==> config.mk <==
export PLATFORM = sky130hd
export DESIGN_NAME = highpass_integrate_velocity_core
export DESIGN_NICKNAME = d
export VERILOG_FILES = /design/src/hw/rtl/hivel_pkg.sv /design/src/hw/rtl/hivel_mul.sv /design/src/hw/rtl/highpass_integrate_velocity_core.sv
export VERILOG_INCLUDE_DIRS = /design/src /design/src/hw/rtl
export SDC_FILE = /design/constraint.sdc
export NUM_CORES = 2
export LEC_CHECK = 0
export ABC_AREA = 1
export BUFFER_PORTS_ARGS = -buffer_cell sky130_fd_sc_hd__buf_4
export CAP_MARGIN = 15
export CORE_UTILIZATION = 45
export CTS_BUF_LIST = sky130_fd_sc_hd__clkbuf_16
export CTS_CLUSTER_DIAMETER = 150
export DETAILED_ROUTE_END_ITERATION = 12
export HOLD_SLACK_MARGIN = 0.02
export PLACE_DENSITY = 0.71
export SYNTH_ARGS = -nofsm -noshare
export SYNTH_HDL_FRONTEND = slang
export SYNTH_SLANG_ARGS = --single-unit
==> constraint.sdc <==
create_clock -name clk -period 12.91 [get_ports clk]
set_input_delay 0.6455 -clock clk [delete_from_list [all_inputs] [get_ports clk]]
set_output_delay 0.6455 -clock clk [all_outputs]
set_load 0.01 [all_outputs]
==> src/hw/rtl/highpass_integrate_velocity_core_macros.svh <==
// ----------------------------------------------------------------------------
// highpass_integrate_velocity_core_macros
// assertion macros for the high-pass velocity integrator
// ----------------------------------------------------------------------------
`ifndef HIGHPASS_INTEGRATE_VELOCITY_CORE_MACROS_SVH
`define HIGHPASS_INTEGRATE_VELOCITY_CORE_MACROS_SVH

`ifndef NO_ASSERTIONS

// same-cycle implication, checked on clk, quiet during rst
`define HIVEL_ASSERT_IMPL(label, ante, cons) \
  label: assert property (@(posedge clk) disable iff (rst) (ante) |-> (cons)) \
    else $error("hivel: implication check failed");

// next-cycle implication, checked on clk, quiet during rst
`define HIVEL_ASSERT_NEXT(label, ante, cons) \
  label: assert property (@(posedge clk) disable iff (rst) (ante) |=> (cons)) \
    else $error("hivel: next-cycle check failed");

`else

`define HIVEL_ASSERT_IMPL(label, ante, cons)
`define HIVEL_ASSERT_NEXT(label, ante, cons)

`endif

`endif

==> src/hw/rtl/hivel_pkg.sv <==
// ----------------------------------------------------------------------------
// hivel_pkg
// shared types, codes and saturation helpers for the velocity integrator
// ----------------------------------------------------------------------------
`default_nettype none

package hivel_pkg;

  localparam int DATA_W   = 32;
  localparam int COEF_W   = 16;
  localparam int CNT_W    = 16;
  localparam int OPND_W   = DATA_W + 1;
  localparam int PROD_W   = 2 * OPND_W;
  localparam int CFG_IDX_W = 2;
  localparam int NUM_AXES = 3;
  localparam int AXIS_W   = 2;

  // configuration register indexes
  localparam logic [CFG_IDX_W-1:0] CFG_ACCEL_ALPHA = 2'd0;
  localparam logic [CFG_IDX_W-1:0] CFG_VEL_ALPHA   = 2'd1;
  localparam logic [CFG_IDX_W-1:0] CFG_STILL_THR   = 2'd2;

  localparam logic [COEF_W-1:0] ACCEL_ALPHA_RST = 16'd3277;
  localparam logic [COEF_W-1:0] VEL_ALPHA_RST   = 16'd1638;
  localparam logic [COEF_W-1:0] STILL_THR_RST   = 16'd3277;

  localparam logic [CNT_W-1:0] CNT_MAX = '1;

  localparam logic signed [PROD_W-1:0] SAT_HI  = 66'sh0_7FFF_FFFF;
  localparam logic signed [PROD_W-1:0] SAT_LO  = -66'sh0_8000_0000;
  localparam logic signed [PROD_W-1:0] RND_HALF = 66'sd32768;

  typedef enum logic [3:0] {
    S_IDLE,
    S_THR,
    S_LP_MUL,
    S_LP_ADD,
    S_HP,
    S_INT,
    S_VL_MUL,
    S_VL_ADD,
    S_OUT,
    S_FIN
  } hivel_state_t;

  // request to the shared multiplier
  typedef struct packed {
    logic              en;
    logic [OPND_W-1:0] a;
    logic [OPND_W-1:0] b;
  } mul_req_t;

  function automatic logic signed [PROD_W-1:0] sx66(input logic [DATA_W-1:0] v);
    sx66 = {{(PROD_W - DATA_W){v[DATA_W-1]}}, v};
  endfunction

  function automatic logic [DATA_W-1:0] sat32(input logic signed [PROD_W-1:0] v);
    if (v > SAT_HI) begin
      sat32 = SAT_HI[DATA_W-1:0];
    end else if (v < SAT_LO) begin
      sat32 = SAT_LO[DATA_W-1:0];
    end else begin
      sat32 = v[DATA_W-1:0];
    end
  endfunction

endpackage

`default_nettype wire

==> src/hw/rtl/hivel_mul.sv <==
// ----------------------------------------------------------------------------
// hivel_mul
// shared signed 33x33 multiplier with registered product
// ----------------------------------------------------------------------------
`default_nettype none

module hivel_mul (
  input  wire logic                                 clk,
  input  wire hivel_pkg::mul_req_t                  req,
  output logic signed [hivel_pkg::PROD_W-1:0]       prod
);
  import hivel_pkg::*;

  always_ff @(posedge clk) begin
    if (req.en) begin
      prod <= $signed(req.a) * $signed(req.b);
    end
  end

endmodule

`default_nettype wire

==> src/hw/rtl/highpass_integrate_velocity_core.sv <==
// ----------------------------------------------------------------------------
// highpass_integrate_velocity_core
// three-axis leaky high-pass trapezoidal integrator, signed Q16.16
// ----------------------------------------------------------------------------
// usage:
//   input beat: sample_x/y/z, taken when in_valid is high and in_stall low.
//   output beat: vel_x/y/z and still_count, taken when out_valid is high and
//   out_stall low. config writes go over cfg_valid/cfg_ready with cfg_index
//   and cfg_data; cfg_ready is always high, index 3 is ignored.
//   one sample is worked through a single shared 33x33 multiplier: first the
//   stillness threshold is squared, then each axis runs its low-pass multiply,
//   low-pass add, high-pass, integrate, velocity multiply, velocity add and
//   output steps (two low-pass updates and the square of its high-pass all go
//   through the multiplier), then the result is published.
//   a new sample is taken only once the last one is through: in_stall is high
//   while a sample is being worked on.
//   the result sits in an output register, so the next sample is accepted
//   while it waits; if the receiver still stalls when the next result is
//   done, the block holds in its publish step until the old beat is taken.
//   reset (rst, synchronous) restores the coefficients, clears all filter
//   state and the stillness counter, and marks the next sample as the first.
// ----------------------------------------------------------------------------
`default_nettype none

`include "highpass_integrate_velocity_core_macros.svh"

module highpass_integrate_velocity_core (
  input  wire logic                                  clk,
  input  wire logic                                  rst,
  input  wire logic                                  in_valid,
  output logic                                       in_stall,
  input  wire logic signed [hivel_pkg::DATA_W-1:0]   sample_x,
  input  wire logic signed [hivel_pkg::DATA_W-1:0]   sample_y,
  input  wire logic signed [hivel_pkg::DATA_W-1:0]   sample_z,
  output logic                                       out_valid,
  input  wire logic                                  out_stall,
  output logic signed [hivel_pkg::DATA_W-1:0]        vel_x,
  output logic signed [hivel_pkg::DATA_W-1:0]        vel_y,
  output logic signed [hivel_pkg::DATA_W-1:0]        vel_z,
  output logic        [hivel_pkg::CNT_W-1:0]         still_count,
  input  wire logic                                  cfg_valid,
  output logic                                       cfg_ready,
  input  wire logic   [hivel_pkg::CFG_IDX_W-1:0]     cfg_index,
  input  wire logic   [hivel_pkg::COEF_W-1:0]        cfg_data
);
  import hivel_pkg::*;

  hivel_state_t state;
  hivel_state_t state_next;

  logic [COEF_W-1:0] accel_alpha;
  logic [COEF_W-1:0] vel_alpha;
  logic [COEF_W-1:0] still_threshold;

  logic              first_pending;
  logic [AXIS_W-1:0] axis;
  logic [DATA_W-1:0] smp      [NUM_AXES];
  logic [DATA_W-1:0] lp       [NUM_AXES];
  logic [DATA_W-1:0] prev_hp  [NUM_AXES];
  logic [DATA_W-1:0] isum     [NUM_AXES];
  logic [DATA_W-1:0] lp_isum  [NUM_AXES];
  logic [DATA_W-1:0] vel_new  [NUM_AXES];
  logic [DATA_W-1:0] hp;
  logic [CNT_W-1:0]  still_counter;
  logic signed [PROD_W-1:0] mag;

  mul_req_t                 mul_req;
  logic signed [PROD_W-1:0] prod;

  logic                     fin_load;
  logic signed [PROD_W-1:0] rnd;
  logic [DATA_W-1:0]        lp_base;
  logic [DATA_W-1:0]        lp_upd;
  logic [OPND_W-1:0]        half;

  hivel_mul u_mul (
    .clk  (clk),
    .req  (mul_req),
    .prod (prod)
  );

  assign cfg_ready = 1'b1;
  assign in_stall  = (state != S_IDLE);
  assign fin_load  = (state == S_FIN) && (!out_valid || !out_stall);

  // shared low-pass adder: base + round(prod / 2^16)
  assign rnd     = (prod + RND_HALF) >>> 16;
  assign lp_base = (state == S_VL_ADD) ? lp_isum[axis] : lp[axis];
  assign lp_upd  = sat32(sx66(lp_base) + rnd);
  assign half    = ($signed({prev_hp[axis][DATA_W-1], prev_hp[axis]}) +
                    $signed({hp[DATA_W-1], hp})) >>> 1;

  always_comb begin
    mul_req = '0;
    unique case (state)
      S_THR: begin
        mul_req.en = 1'b1;
        mul_req.a  = {{(OPND_W - COEF_W){1'b0}}, still_threshold};
        mul_req.b  = {{(OPND_W - COEF_W){1'b0}}, still_threshold};
      end
      S_LP_MUL: begin
        mul_req.en = 1'b1;
        mul_req.a  = {smp[axis][DATA_W-1], smp[axis]} - {lp[axis][DATA_W-1], lp[axis]};
        mul_req.b  = {{(OPND_W - COEF_W){1'b0}}, accel_alpha};
      end
      S_INT: begin
        mul_req.en = 1'b1;
        mul_req.a  = {hp[DATA_W-1], hp};
        mul_req.b  = {hp[DATA_W-1], hp};
      end
      S_VL_MUL: begin
        mul_req.en = 1'b1;
        mul_req.a  = {isum[axis][DATA_W-1], isum[axis]} -
                     {lp_isum[axis][DATA_W-1], lp_isum[axis]};
        mul_req.b  = {{(OPND_W - COEF_W){1'b0}}, vel_alpha};
      end
      default: begin
        mul_req = '0;
      end
    endcase
  end

  always_comb begin
    state_next = state;
    unique case (state)
      S_IDLE:   if (in_valid) state_next = S_THR;
      S_THR:    state_next = S_LP_MUL;
      S_LP_MUL: state_next = S_LP_ADD;
      S_LP_ADD: state_next = S_HP;
      S_HP:     state_next = S_INT;
      S_INT:    state_next = S_VL_MUL;
      S_VL_MUL: state_next = S_VL_ADD;
      S_VL_ADD: state_next = S_OUT;
      S_OUT:    state_next = (axis == AXIS_W'(NUM_AXES - 1)) ? S_FIN : S_LP_MUL;
      S_FIN:    if (fin_load) state_next = S_IDLE;
      default:  state_next = S_IDLE;
    endcase
  end

  always_ff @(posedge clk) begin
    if (rst) begin
      state <= S_IDLE;
    end else begin
      state <= state_next;
    end
  end

  always_ff @(posedge clk) begin
    if (rst) begin
      accel_alpha     <= ACCEL_ALPHA_RST;
      vel_alpha       <= VEL_ALPHA_RST;
      still_threshold <= STILL_THR_RST;
    end else if (cfg_valid && cfg_ready) begin
      unique case (cfg_index)
        CFG_ACCEL_ALPHA: accel_alpha     <= cfg_data;
        CFG_VEL_ALPHA:   vel_alpha       <= cfg_data;
        CFG_STILL_THR:   still_threshold <= cfg_data;
        default:         ;
      endcase
    end
  end

  always_ff @(posedge clk) begin
    if (rst) begin
      first_pending <= 1'b1;
      axis          <= '0;
      still_counter <= '0;
      out_valid     <= 1'b0;
      for (int i = 0; i < NUM_AXES; i++) begin
        lp[i]      <= '0;
        prev_hp[i] <= '0;
        isum[i]    <= '0;
        lp_isum[i] <= '0;
      end
    end else begin
      if (fin_load) begin
        out_valid <= 1'b1;
      end else if (!out_stall) begin
        out_valid <= 1'b0;
      end

      unique case (state)
        S_IDLE: begin
          if (in_valid) begin
            smp[0] <= sample_x;
            smp[1] <= sample_y;
            smp[2] <= sample_z;
            axis   <= '0;
            // first beat seeds the low-pass, so its high-pass comes out zero
            if (first_pending) begin
              first_pending <= 1'b0;
              lp[0]      <= sample_x;
              lp[1]      <= sample_y;
              lp[2]      <= sample_z;
              for (int i = 0; i < NUM_AXES; i++) begin
                prev_hp[i] <= '0;
              end
            end
          end
        end
        S_LP_MUL: begin
          // prod holds threshold squared here; magnitude counts down from it
          if (axis == '0) begin
            mag <= prod;
          end
        end
        S_LP_ADD: begin
          lp[axis] <= lp_upd;
        end
        S_HP: begin
          hp <= sat32(sx66(smp[axis]) - sx66(lp[axis]));
        end
        S_INT: begin
          isum[axis]    <= sat32(sx66(isum[axis]) +
                                 {{(PROD_W - OPND_W){half[OPND_W-1]}}, half});
          prev_hp[axis] <= hp;
        end
        S_VL_MUL: begin
          mag <= mag - prod;
        end
        S_VL_ADD: begin
          lp_isum[axis] <= lp_upd;
        end
        S_OUT: begin
          vel_new[axis] <= sat32(sx66(isum[axis]) - sx66(lp_isum[axis]));
          if (axis != AXIS_W'(NUM_AXES - 1)) begin
            axis <= axis + 1'b1;
          end
        end
        S_FIN: begin
          if (fin_load) begin
            vel_x <= vel_new[0];
            vel_y <= vel_new[1];
            vel_z <= vel_new[2];
            // still when threshold^2 minus the squared magnitude stays positive
            if (mag > 0) begin
              if (still_counter != CNT_MAX) begin
                still_counter <= still_counter + 1'b1;
                still_count   <= still_counter + 1'b1;
              end else begin
                still_count <= still_counter;
              end
            end else begin
              still_counter <= '0;
              still_count   <= '0;
            end
          end
        end
        default: ;
      endcase
    end
  end

  `HIVEL_ASSERT_NEXT(a_busy_after_beat, in_valid && !in_stall, in_stall)
  `HIVEL_ASSERT_IMPL(a_axis_range, state != S_IDLE, axis != 2'd3)
  `HIVEL_ASSERT_NEXT(a_fin_holds, state == S_FIN && out_valid && out_stall, state == S_FIN)
  `HIVEL_ASSERT_NEXT(a_out_holds, out_valid && out_stall, $stable(vel_x) && $stable(still_count))

endmodule

`default_nettype wire

==> summary.md <==
| Metric | Value |
|---|---|
| Register area share after synthesis | `roughly 31%` |
| Yosys top cell by area | `edfxtp_1` |
| CP startpoint kind | `register` |
| GPL Wtd Cong | `1.01` |
| Worst Tran Pin Value | `roughly 1.2 ns` |
| Final core occ | `approximately 50%` |
| Met1 Use GR | `about 40%` |
| Tot GR Track Use | `~30%` |
| Net Sw Frac | `a little over two fifths` |
| Logic pwr share | `between 40% and 50%` |
| F_max | `roughly 0.08 GHz` |
| First-pass GRT wire length | `between 400000 and 500000 um` |
| Crit path to | `u_mul.prod[48]` |
| Clk sinks | `1054` |
| Final routed wire length divided by cell count | `22.8 um` |
| Worst-path clk slew | `about 0.060 ns` |
| Critical path class | `reg -> reg` |
| GR Layer Usage met2 | `46.8%` |
| Mapped Avg Cell Area | `approximately 8.6 sq um` |
| Initial drt markers | `roughly 9000` |
| Clock share of power | `24.2%` |
| Root buffer cell | `clkbuf_16` |
| Chip width | `471 um` |
| Final setup viols | `0` |
| Largest net degree at the start of global routing | `around 130` |
| Starting Density | `a little under half` |
| Status | `finished clean` |
| Final antenna-violating net count | `0` |
| Final Max Slew Viols | `0` |
| Seq pwr share | `a little under a third` |
| Synth warnings | `0` |
| # resized after CTS | `0` |
| RSZ-0062 raised after global routing | `false` |
| Io pins | `about 230` |
| Reg-to-Reg End | `u_mul.prod[48]` |
| Slowest CP cell | `xor2_1` |
| Psw | `between 6 and 7 mW` |
| Initial antenna violation count | `11` |
| Worst Setup Slack, final | `0.397 ns` |
| Cell mode on critical path | `nand2_1` |
| GR peak layer | `met2` |
| Slew margin rel. | `18.6%` |
| Max-cap violation count | `0` |
| Clock Tree Buf Depth | `3` |
| Port bufs | `roughly 230` |
| Final Hold Viols | `0` |
| GRT overflow | `0` |
| CP Data Arrival Time | `approximately 13 ns` |
| P per Cell Area | `around 130 nW/um^2` |
| Drt pass-1 iters | `7` |
| Ys flop type | `edfxtp_1` |
| CTS H-tree lvls | `3` |
| Vias in the first global route | `80175` |
| Yosys reg bits | `roughly 1100` |
| Hold path depth | `1` |
| Vias/cell | `5.54` |
| CP Max Fanout | `94` |
| Total negative setup slack | `0 ns` |
| Synth unique cells | `70` |
| DP HPWL | `roughly 260000 um` |
| Fin Clk Skew | `approximately 0.071 ns` |
| P_int | `~8.0 mW` |
| Static Leak | `between 50 and 60 nW` |
| Share of cells above drive strength 1 | `6.72%` |
| Worst skew pair latency | `about 0.8 ns` |
| Die height | `471 um` |
| Num CTS Buffers | `110` |
| # rows | `approximately 170` |
| Post-layout net count | `13380` |
| Die ar. | `roughly 220000 sq um` |
| CTS tree | `yes` |
| Pre-CTS setup slack | `~0.66 ns` |
| Yosys top cell area share | `between 20 and 30%` |
| Syn-to-layout area delta | `9.89%` |
| Core area | `218000 sq um` |
| Worst min-delay path category | `in -> reg` |
| Async S/R FF share, synth | `0%` |
| Slack of the worst reg-to-reg path | `between 0.3 and 0.4 ns` |
| R2R cell count | `45` |
| GRT met3 Usage | `under 10%` |
| Critical Path End Type | `register` |
| Cells after synthesis | `between 10000 and 15000` |
| Largest cells by area after synthesis | `edfxtp_1, fa_1, nand2_1` |
| Mapped Area | `~99000 sq um` |
| Period minus WS final | `roughly 13 ns` |
| Post-Route WL | `between 300000 and 400000 um` |
| Final period utilization | `a little over nine tenths` |
| CP max stage delay | `0.82 ns` |
| IR drop worst, VDD | `0.182 mV` |
| Critical path required time | `about 13 ns` |
| EDFF count, synth | `about 1000` |
| Vias | `80834` |
| # DRC | `0` |
## power groups by stage
| stage | logic (mW) | registers, mW | clock network, mW |
|---|---|---|---|
| CTS | 6.21 | 4.33 | 3.44 |
| finish | 6.35 | 4.33 | 3.41 |
| floorplan | 4.19 | 4.30 | 0 |
| global placement | 6.13 | 4.40 | 0 |
| global route | 6.85 | 4.34 | 3.55 |
| detailed placement | 6.17 | 4.40 | 0 |
## per-layer routing
| layer | wire length (um) | part of all wire (%) |
|---|---|---|
| met4 | 18600 | 5.6 |
| met1 | 131000 | 39 |
| met2 | 150000 | 45 |
| met3 | 33700 | 10 |
| met5 | 85 | 0.025 |
## cell families (layout without fill, tap and decap cells)
family	after synthesis	count (layout)	share of synthesized area, %
and+or+nand+nor	4165	4165	17.3
other	1	3	0.00379
DFF	1054	1054	31.2
buffers and inverters	2777	3062	10.8
adders and majority gates	1616	1616	29.1
AOI/OAI and AO/OA	1522	1522	8.74
xor gates and xnor gates	289	289	2.55
muxes	30	30	0.303
## repair_timing
item,CTS,global route
buffers inserted,0,0
hold endpoints to repair,51,0
setup endpoints to repair,0,1
hold buffers,51,0
## cell usage after synthesis, types with 10 or more instances
master	count
xor2_1	198
nand4_1	68
mux2i_1	30
nand2_4	62
a21o_1	32
xnor2_1	91
nand2_1	2647
a21boi_0	13
a31oi_1	57
clkbuf_1	294
edfxtp_1	980
nand3_2	11
o221ai_1	10
a221o_1	11
nor4_1	48
inv_1	2367
nand3_1	242
o211ai_1	14
buf_1	30
fa_1	1151
o21ai_0	444
o22ai_1	69
nor2_2	13
buf_2	55
o21a_1	27
a21oi_1	691
a32o_1	60
dfxtp_1	74
ha_1	465
or2_2	27
nor2_1	928
nand3b_1	21
nor3_1	75
a221oi_1	14
o21ai_1	13
o21bai_1	28
## cell usage in the layout, fill, tap and decap left out, types with 69 or more instances in the layout
cell type	netlist	final
nor2_1	928	900
ha_1	465	465
clkbuf_16	0	110
o22ai_1	69	69
edfxtp_1	980	980
o21ai_0	444	444
inv_1	2367	2378
xor2_1	198	198
a21oi_1	691	690
nand3_1	242	242
buf_4	6	417
dfxtp_1	74	72
nor3_1	75	70
fa_1	1151	1151
nand2_1	2647	2647
xnor2_1	91	91
## area by class of cell
class	instances	area (sq um)
clock buffer	110	2750
inverter	2377	8940
fill	20421	109000
sequential	1054	30900
multi-input combinational	7624	57700
antenna	1	2.50
clock inverter	97	1130
tap	2854	3570
timing repair buffer	478	3840
## per-stage QoR
| stage | power (mW) | instances | hold WS, ns | cell area (sq um) |
|---|---|---|---|---|
| 6_report | 14.1 | 14595 | 0.0766 | 109000 |
| 5_1_grt | 14.7 | 14594 | 0.0609 | 109000 |
| 4_1_cts | 14.0 | 14594 | 0.0380 | 109000 |
| 3_5_place_dp | 10.6 | 14336 | 0.405 | 104000 |
| 3_3_place_gp | 10.5 | 14336 | 0.401 | 104000 |
| 2_1_floorplan | 8.49 | 11455 | 0.400 | 99100 |
## worst max-delay path, delay by kind of cell, from the launching register on
kind	cells	cell delay, ns
adders and majority gates	10	4.82
xor gates and xnor gates	2	1.09
and+or+nand+nor	20	2.97
buffers and inverters	10	1.87
DFF	1	0.52
AOI/OAI and AO/OA	3	0.90
## flip-flops by register name, indices dropped and copies added (netlist names), 32 cells and up, named ones only
signal,count
hp,32
isum,128
lp,128
lp_isum,128
mag,66
prev_hp,128
smp,96
u_mul.prod,66
vel_new,96
vel_x,32
vel_y,32
vel_z,32
## worst min path at each step
stage,end,startpoint,slack [ns]
floorplan,vel_x[0],vel_new[0][0],0.40
global placement,vel_y[17],vel_new[1][17],0.40
detailed placement,vel_x[19],vel_new[0][19],0.40
CTS,smp[2][18],sample_z[18],0.04
global route,smp[2][18],sample_z[18],0.06
finish,smp[0][3],sample_x[3],0.08
(Power assumes the default switching activity.)
